==> config.mk <==
export PLATFORM = sky130hd
export DESIGN_NAME = rect_emitter_flat
export DESIGN_NICKNAME = d
export VERILOG_FILES = /design/src/rtl/rect_pkg.sv /design/src/rtl/rect_if.sv /design/src/rtl/rect_emitter.sv /design/src/flat_wrapper.sv
export SDC_FILE = /design/constraint.sdc
export NUM_CORES = 1
export LEC_CHECK = 0
export BUFFER_PORTS_ARGS = -buffer_cell sky130_fd_sc_hd__buf_2
export CAP_MARGIN = 0
export CORE_ASPECT_RATIO = 2
export CORE_MARGIN = 2
export CORE_UTILIZATION = 50
export DETAILED_ROUTE_END_ITERATION = 16
export GPL_TIMING_DRIVEN = 0
export PLACE_DENSITY_LB_ADDON = 0.08
export SYNTH_ARGS = -nofsm -noshare
export SYNTH_HDL_FRONTEND = slang
export SYNTH_SLANG_ARGS = --single-unit
==> constraint.sdc <==
create_clock -name clk -period 2.5 [get_ports clk]
set_clock_uncertainty 0.2 [all_clocks]
set_input_delay 0.25 -clock clk [delete_from_list [all_inputs] [get_ports clk]]
set_output_delay 0.25 -clock clk [all_outputs]
set_load 0.02 [all_outputs]
==> src/rtl/rect_pkg.sv <==
// package with codes, types and defaults of the record event collation table
`timescale 1ns / 1ps
package rect_pkg;

  // default depth of the entry table
  localparam int RECT_ENTRIES = 1024;
  localparam int SLOTS        = 5;
  localparam int ENT_W        = 10;
  localparam int HND_W        = 16;

  // command codes
  localparam logic [1:0] MODE_RECORD     = 2'd0;
  localparam logic [1:0] MODE_DISCARD    = 2'd1;
  localparam logic [1:0] MODE_DISTRIBUTE = 2'd2;
  localparam logic [1:0] MODE_UNUSED     = 2'd3;

  // record type codes
  localparam logic [2:0] TYPE_SYSCALL = 3'd0;
  localparam logic [2:0] TYPE_EXECVE  = 3'd1;
  localparam logic [2:0] TYPE_CWD     = 3'd2;
  localparam logic [2:0] TYPE_PATH    = 3'd3;

  // slot codes
  localparam logic [2:0] SLOT_PATH1 = 3'd3;
  localparam logic [2:0] SLOT_PATH2 = 3'd4;

  // status codes
  localparam logic [2:0] ST_HELD        = 3'd0;
  localparam logic [2:0] ST_COMPLETE    = 3'd1;
  localparam logic [2:0] ST_NO_FREE     = 3'd2;
  localparam logic [2:0] ST_REJECTED    = 3'd3;
  localparam logic [2:0] ST_DISCARDED   = 3'd4;
  localparam logic [2:0] ST_DISTRIBUTED = 3'd5;
  localparam logic [2:0] ST_NOT_HELD    = 3'd6;

  // path count before any syscall record
  localparam logic [4:0] COUNT_UNKNOWN = 5'd31;
  localparam logic [4:0] COUNT_ONE     = 5'd1;
  localparam logic [4:0] COUNT_TWO     = 5'd2;

  // per-entry bookkeeping word
  typedef struct packed {
    logic        in_use;
    logic [31:0] key;
    logic [4:0]  full;
    logic [4:0]  cnt;
  } meta_t;

  // all handles of one entry
  typedef logic [SLOTS-1:0][HND_W-1:0] handle_row_t;

  // request to the result sequencer
  typedef struct packed {
    logic [2:0]       st;
    logic [ENT_W-1:0] ent;
    logic [SLOTS-1:0] mask;
    handle_row_t      row;
  } emit_load_t;

endpackage

==> src/rtl/rect_if.sv <==


interface rect_out_if;
  logic        valid;
  logic        ready;
  logic [2:0]  status;
  logic [9:0]  held_entry;
  logic [2:0]  slot;
  logic [15:0] handle_out;
  logic        handle_valid;
  logic        final_item;

  modport source (output valid, status, held_entry, slot, handle_out, handle_valid,
                  final_item, input ready);
  modport sink (input valid, status, held_entry, slot, handle_out, handle_valid,
                final_item, output ready);
endinterface

==> src/rtl/rect_emitter.sv <==
// result sequencer: walks the held slots into the output register
`timescale 1ns / 1ps
module rect_emitter import rect_pkg::*; (
  input  logic       clk,
  input  logic       rst_n,
  input  logic       ld,
  input  emit_load_t ld_data,
  output logic       busy,
  rect_out_if.source out_ch
);

  logic             busy_r, busy_nxt;
  logic [SLOTS-1:0] mask_r, mask_nxt;
  logic             none_r, none_nxt;
  logic [2:0]       st_r;
  logic [ENT_W-1:0] ent_r;
  handle_row_t      row_r;
  logic             ov_r, ov_nxt;
  logic [2:0]       o_st_r, o_st_nxt;
  logic [ENT_W-1:0] o_ent_r, o_ent_nxt;
  logic [2:0]       o_slot_r, o_slot_nxt;
  logic [15:0]      o_h_r, o_h_nxt;
  logic             o_hv_r, o_hv_nxt;
  logic             o_fin_r, o_fin_nxt;
  logic             adv;
  logic [2:0]       pick;
  logic [SLOTS-1:0] rest;

  // lowest held slot
  always_comb begin
    pick = '0;
    for (int i = SLOTS - 1; i >= 0; i--) begin
      if (mask_r[i]) pick = 3'(i);
    end
    rest = mask_r & ~(SLOTS'(1) << pick);
  end

  assign adv = busy_r && (!ov_r || out_ch.ready);

  // next beat selection
  always_comb begin
    busy_nxt   = busy_r;
    mask_nxt   = mask_r;
    none_nxt   = none_r;
    ov_nxt     = ov_r && !out_ch.ready;
    o_st_nxt   = o_st_r;
    o_ent_nxt  = o_ent_r;
    o_slot_nxt = o_slot_r;
    o_h_nxt    = o_h_r;
    o_hv_nxt   = o_hv_r;
    o_fin_nxt  = o_fin_r;
    if (adv) begin
      ov_nxt    = 1'b1;
      o_st_nxt  = st_r;
      o_ent_nxt = ent_r;
      if (none_r) begin
        o_slot_nxt = '0;
        o_h_nxt    = '0;
        o_hv_nxt   = 1'b0;
        o_fin_nxt  = 1'b1;
        busy_nxt   = 1'b0;
      end else begin
        o_slot_nxt = pick;
        o_h_nxt    = row_r[pick];
        o_hv_nxt   = 1'b1;
        o_fin_nxt  = (rest == '0);
        busy_nxt   = (rest != '0);
        mask_nxt   = rest;
      end
    end
    if (ld) begin
      busy_nxt = 1'b1;
      mask_nxt = ld_data.mask;
      none_nxt = (ld_data.mask == '0);
    end
  end

  always_ff @(posedge clk) begin
    if (!rst_n) begin
      busy_r <= 1'b0;
      ov_r   <= 1'b0;
    end else begin
      busy_r <= busy_nxt;
      ov_r   <= ov_nxt;
    end
  end

  // payload registers
  always_ff @(posedge clk) begin
    mask_r   <= mask_nxt;
    none_r   <= none_nxt;
    o_st_r   <= o_st_nxt;
    o_ent_r  <= o_ent_nxt;
    o_slot_r <= o_slot_nxt;
    o_h_r    <= o_h_nxt;
    o_hv_r   <= o_hv_nxt;
    o_fin_r  <= o_fin_nxt;
    if (ld) begin
      st_r  <= ld_data.st;
      ent_r <= ld_data.ent;
      row_r <= ld_data.row;
    end
  end

  assign busy                = busy_r;
  assign out_ch.valid        = ov_r;
  assign out_ch.status       = o_st_r;
  assign out_ch.held_entry   = o_ent_r;
  assign out_ch.slot         = o_slot_r;
  assign out_ch.handle_out   = o_h_r;
  assign out_ch.handle_valid = o_hv_r;
  assign out_ch.final_item   = o_fin_r;

endmodule

==> src/flat_wrapper.sv <==
// flat-port wrapper written by rule: the top's interface ports become plain ports
module rect_emitter_flat import rect_pkg::*;
  (clk, rst_n, ld, ld_data, busy, out_ch_valid, out_ch_status, out_ch_held_entry, out_ch_slot, out_ch_handle_out, out_ch_handle_valid, out_ch_final_item, out_ch_ready);
  rect_out_if out_ch_i ();
  input  logic clk;
  input  logic rst_n;
  input  logic ld;
  input  emit_load_t ld_data;
  output logic busy;
  output wire logic [$bits(out_ch_i.valid)-1:0] out_ch_valid;
  output wire logic [$bits(out_ch_i.status)-1:0] out_ch_status;
  output wire logic [$bits(out_ch_i.held_entry)-1:0] out_ch_held_entry;
  output wire logic [$bits(out_ch_i.slot)-1:0] out_ch_slot;
  output wire logic [$bits(out_ch_i.handle_out)-1:0] out_ch_handle_out;
  output wire logic [$bits(out_ch_i.handle_valid)-1:0] out_ch_handle_valid;
  output wire logic [$bits(out_ch_i.final_item)-1:0] out_ch_final_item;
  input wire logic [$bits(out_ch_i.ready)-1:0] out_ch_ready;
  assign out_ch_valid = out_ch_i.valid;
  assign out_ch_status = out_ch_i.status;
  assign out_ch_held_entry = out_ch_i.held_entry;
  assign out_ch_slot = out_ch_i.slot;
  assign out_ch_handle_out = out_ch_i.handle_out;
  assign out_ch_handle_valid = out_ch_i.handle_valid;
  assign out_ch_final_item = out_ch_i.final_item;
  assign out_ch_i.ready = out_ch_ready;
  rect_emitter u_core (.clk(clk), .rst_n(rst_n), .ld(ld), .ld_data(ld_data), .busy(busy), .out_ch(out_ch_i));
endmodule
==> key figures <==
Die
  • Chip height: 149 um
  • FP Rows: 53
  • Die W: 76.7 um
  • Core ar.: 0.0104 sq mm
  • Initial Utilization: 50.7%
  • Ports: 138
  • Die area: 0.0115 sq mm

Logic synthesis
  • Number of synthesized flops with an enable pin: 133
  • Synth cell types: 31
  • Largest family of logic cells by synthesized area: simple AND/OR/NAND/NOR gates
  • Synth cell count leaders: edfxtp_1 (133), o21ai_0 (35), nand2_1 (23), and2_1 (18), a21o_1 (17)
  • Simple-gate share of the synthesized area: 11.7%
  • Ys flop type: edfxtp_1
  • Synth area leader: edfxtp_1
  • Synth warnings: 0
  • Mean post-synth cell area: 16.2 sq um
  • XOR/XNOR share of the synthesized area: 0%
  • Syn Nets: 428
  • Synth top area cells: edfxtp_1 (76%), o21ai_0 (3.3%), a311oi_1 (2.7%), a21o_1 (2.4%), and2_1 (2.1%)
  • Cell count after synthesis: 326
  • Synth async-reset ratio: 0%
  • Mux contribution to synthesized area: 0%
  • Post-synthesis compound-gate area fraction: 9.26%
  • Mapped Area: 0.00528 sq mm
  • Seq/Total Area, Yosys: 76.4%
  • Synthesis-stage register bit count: 135
  • Yosys top cell area share: 75.6%
  • Top-count cell post-synth: edfxtp_1
  • Post-Synth Adder-Cell Area: 0.190%

Pwr
  • Share of power burned in registers: 46.6%
  • Sw Ratio: 22.7%
  • Total chip power: 0.00594 W
  • P_sw: 0.00135 W
  • PD cells: 763 mW/mm^2
  • Maximum vdd drop: 0.567 mV
  • Internal power: 0.00459 W
  • Clock power frac: 42.1%
  • Pleak: 2.97 nW
  • Comb power frac: 11.3%

GRT
  • GRT met3 Usage: 5.15%
  • Pin count of the biggest net entering global routing: 81
  • Number of global-route vias before repair: 3,996
  • Global-route usage over all layers: 24.7%
  • Total grt overflow: 0
  • Met2 Usage GRT: 47.7%
  • Initial antenna violation count: 0
  • First-pass GRT wire length: 20,600 um
  • GR peak layer: met2
  • Met1 GRT Util: 24.0%

Worst setup path
  • Reg-to-Reg End: u_core.out_ch.handle_out[12]
  • Crit Path Class: reg -> reg
  • Worst Reg-to-Reg Cells: 5
  • Kind of start point of the critical path: flop
  • Worst Path Required: 2.49 ns
  • CP cell instances: buf_2 > nor3_4 > clkbuf_2 > o21ai_0 > a311oi_1
  • CP peak stage delay: 0.42 ns
  • Max stage delay cell, worst path: a311oi_1
  • Worst Path Arrival: 2.29 ns
  • Setup slack, reg-to-reg: 0.20 ns
  • Crit. End Element: flop
  • Crit Path Max Fanout: 10
  • CP Launch Point: u_core.mask_r[2]
  • R2R Path Start: u_core.mask_r[2]
  • CP Capture Point: u_core.out_ch.handle_out[12]

Layout
  • Nets: 685
  • Fill cells: 666
  • Final core occ: 74.7%
  • Area Overhead vs Synth: 47.2%
  • N_diodes: 0
  • Fin area: 0.00777 sq mm
  • Share of cells above drive strength 1: 32.0%

Run
  • Max cap viols: 0

Drt
  • Routed length per instance: 18.5 um
  • Routed Antenna Nets: 0
  • Routed vias: 3,821
  • DRC Markers: 0
  • TritonRoute pass-1 iters: 5
  • DRT iter0 DRCs: 264
  • Via-to-Cell Ratio: 5.21
  • Total Wirelength: 13,600 um

CTS
  • CTS tree: yes
  • Num CTS Buffers: 17
  • Worst-path clk slew: 0.06 ns
  • CTS root buffer: clkbuf_16
  • Htree depth: 4
  • Worst-Skew Late Latency: 0.41 ns
  • Clock tree buffer depth: 2
  • Clk sink count: 135

Placed design
  • Placed cell area: 0.00617 sq mm
  • I/O Buffers: 137
  • HPWL after detailed placement: 8180 um
  • RD Place Congestion: 0.836

STA
  • Final setup vio count: 0
  • Max-slew violation count: 0
  • Peak Freq: 0.435 GHz
  • Least-Margin Pin Slew: 0.884 ns
  • Final worst path period share: 91.9%
  • Setup TNS: 0 ns
  • Min cycle time layout: 2.30 ns
  • Final hold violation count: 0
  • RSZ-0062 raised after global routing: no
  • Max-slew headroom: 41.1%
  • Final hold slack: 0.0236 ns

Worst hold path
  • Hold WC Path Type: in -> reg

Status
  • Status: finished, final reports clean
==> critical path: cells and delay by family (launching register included) <==
| family | cells | cell delay, ns |
|---|---|---|
| and+or+nand+nor | 1 | 0.37 |
| DFF | 1 | 0.40 |
| buffers and inverters | 2 | 0.54 |
| AOI/OAI and AO/OA | 2 | 0.56 |
==> how the worst min path moves through the flow <==
stage,startpoint,end,slack (ns),cells after the start
3_5_place_dp,u_core.ent_r[1],u_core.out_ch.held_entry[1],0.21,0
4_1_cts,ld,u_core.row_r[76],0.02,1
3_3_place_gp,u_core.ent_r[9],u_core.out_ch.held_entry[9],0.20,0
6_report,ld,u_core.row_r[76],0.02,1
5_1_grt,ld,u_core.row_r[14],0.02,1
2_1_floorplan,ld_data[85],u_core.ent_r[0],0.15,0
==> placed cells by master (no fill, tap or decap), types with 2 or more instances in the layout <==
master | Yosys | layout
nor3b_2 | 9 | 9
or4_1 | 3 | 3
o31ai_1 | 2 | 2
nand3b_1 | 12 | 12
inv_1 | 3 | 3
o21ai_0 | 35 | 35
clkinvlp_4 | 0 | 2
a311oi_1 | 16 | 16
edfxtp_1 | 133 | 133
nor3b_1 | 9 | 9
clkinv_2 | 0 | 3
clkbuf_1 | 13 | 11
inv_6 | 0 | 3
nand4bb_1 | 5 | 5
buf_2 | 7 | 143
dfxtp_1 | 2 | 2
nand2_1 | 23 | 23
clkbuf_16 | 0 | 17
nor2_1 | 3 | 3
a21o_1 | 17 | 17
nand2b_1 | 2 | 2
bufinv_16 | 0 | 3
nor3_1 | 2 | 2
and2_1 | 18 | 17
clkinv_4 | 0 | 3
clkbuf_2 | 0 | 2
dlygate4sd3_1 | 0 | 100
==> cells by family after synthesis <==
kind of cell	count (synthesis)
adder cells (fa/ha/maj)	1
flip-flops	135
AO/OA/AOI/OAI	74
AND/OR/NAND/NOR	90
buffers and inverters	26
==> timing repair <==
item                                    in CTS  in global routing
endpoints found under the hold margin      101                  0
hold buffers                               100                  0
resized for setup                            0                  4
buffers inserted                             0                  0
endpoints found under the setup margin       0                  1
==> registers in the layout, summed over array words and instances (netlist names) <==
name,count
u_core.row_r,80
u_core.out_ch.handle_out,16
u_core.ent_r,10
u_core.out_ch.held_entry,10
u_core.mask_r,5
u_core.out_ch.slot,3
u_core.out_ch.status,3
u_core.st_r,3
u_core.busy,1
u_core.none_r,1
u_core.out_ch.final_item,1
u_core.out_ch.handle_valid,1
u_core.out_ch.valid,1
==> final cells by class <==
class	instances	area [sq um]	share of cell area [%]
plain buffers	23	121	1.56
well taps	137	171	2.20
flip-flops and latches	135	4030	51.9
clock inverters	15	176	2.27
repair buffers	238	1720	22.1
multi-input cells	165	1120	14.4
clock buffers	17	425	5.47
inverters	3	11.3	0.145
==> metrics by stage <==
| step | worst slack, ns | cells |
|---|---|---|
| final | 0.204 | 733 |
| after global routing | 0.0715 | 733 |
| after CTS | 0.0998 | 733 |
| after detailed placement | 0.167 | 601 |
| after global placement | -0.340 | 600 |
| after floorplan | 0.308 | 326 |
==> power groups by stage <==
stage	registers [W]	logic [W]	clock network (W)
after detailed placement	0.00281	0.000544	0
after CTS	0.00277	0.000667	0.00253
after global routing	0.00278	0.000724	0.00262
after floorplan	0.00285	0.000228	0
after global placement	0.00281	0.000525	0
final	0.00277	0.000672	0.00250
==> metal layers <==
metal	wire [um]	part of all wire (%)
met5	0	0
met4	464	3.4
met3	602	4.4
met2	7960	59
met1	4560	34
Note: power is estimated with default switching activity, not from simulation.
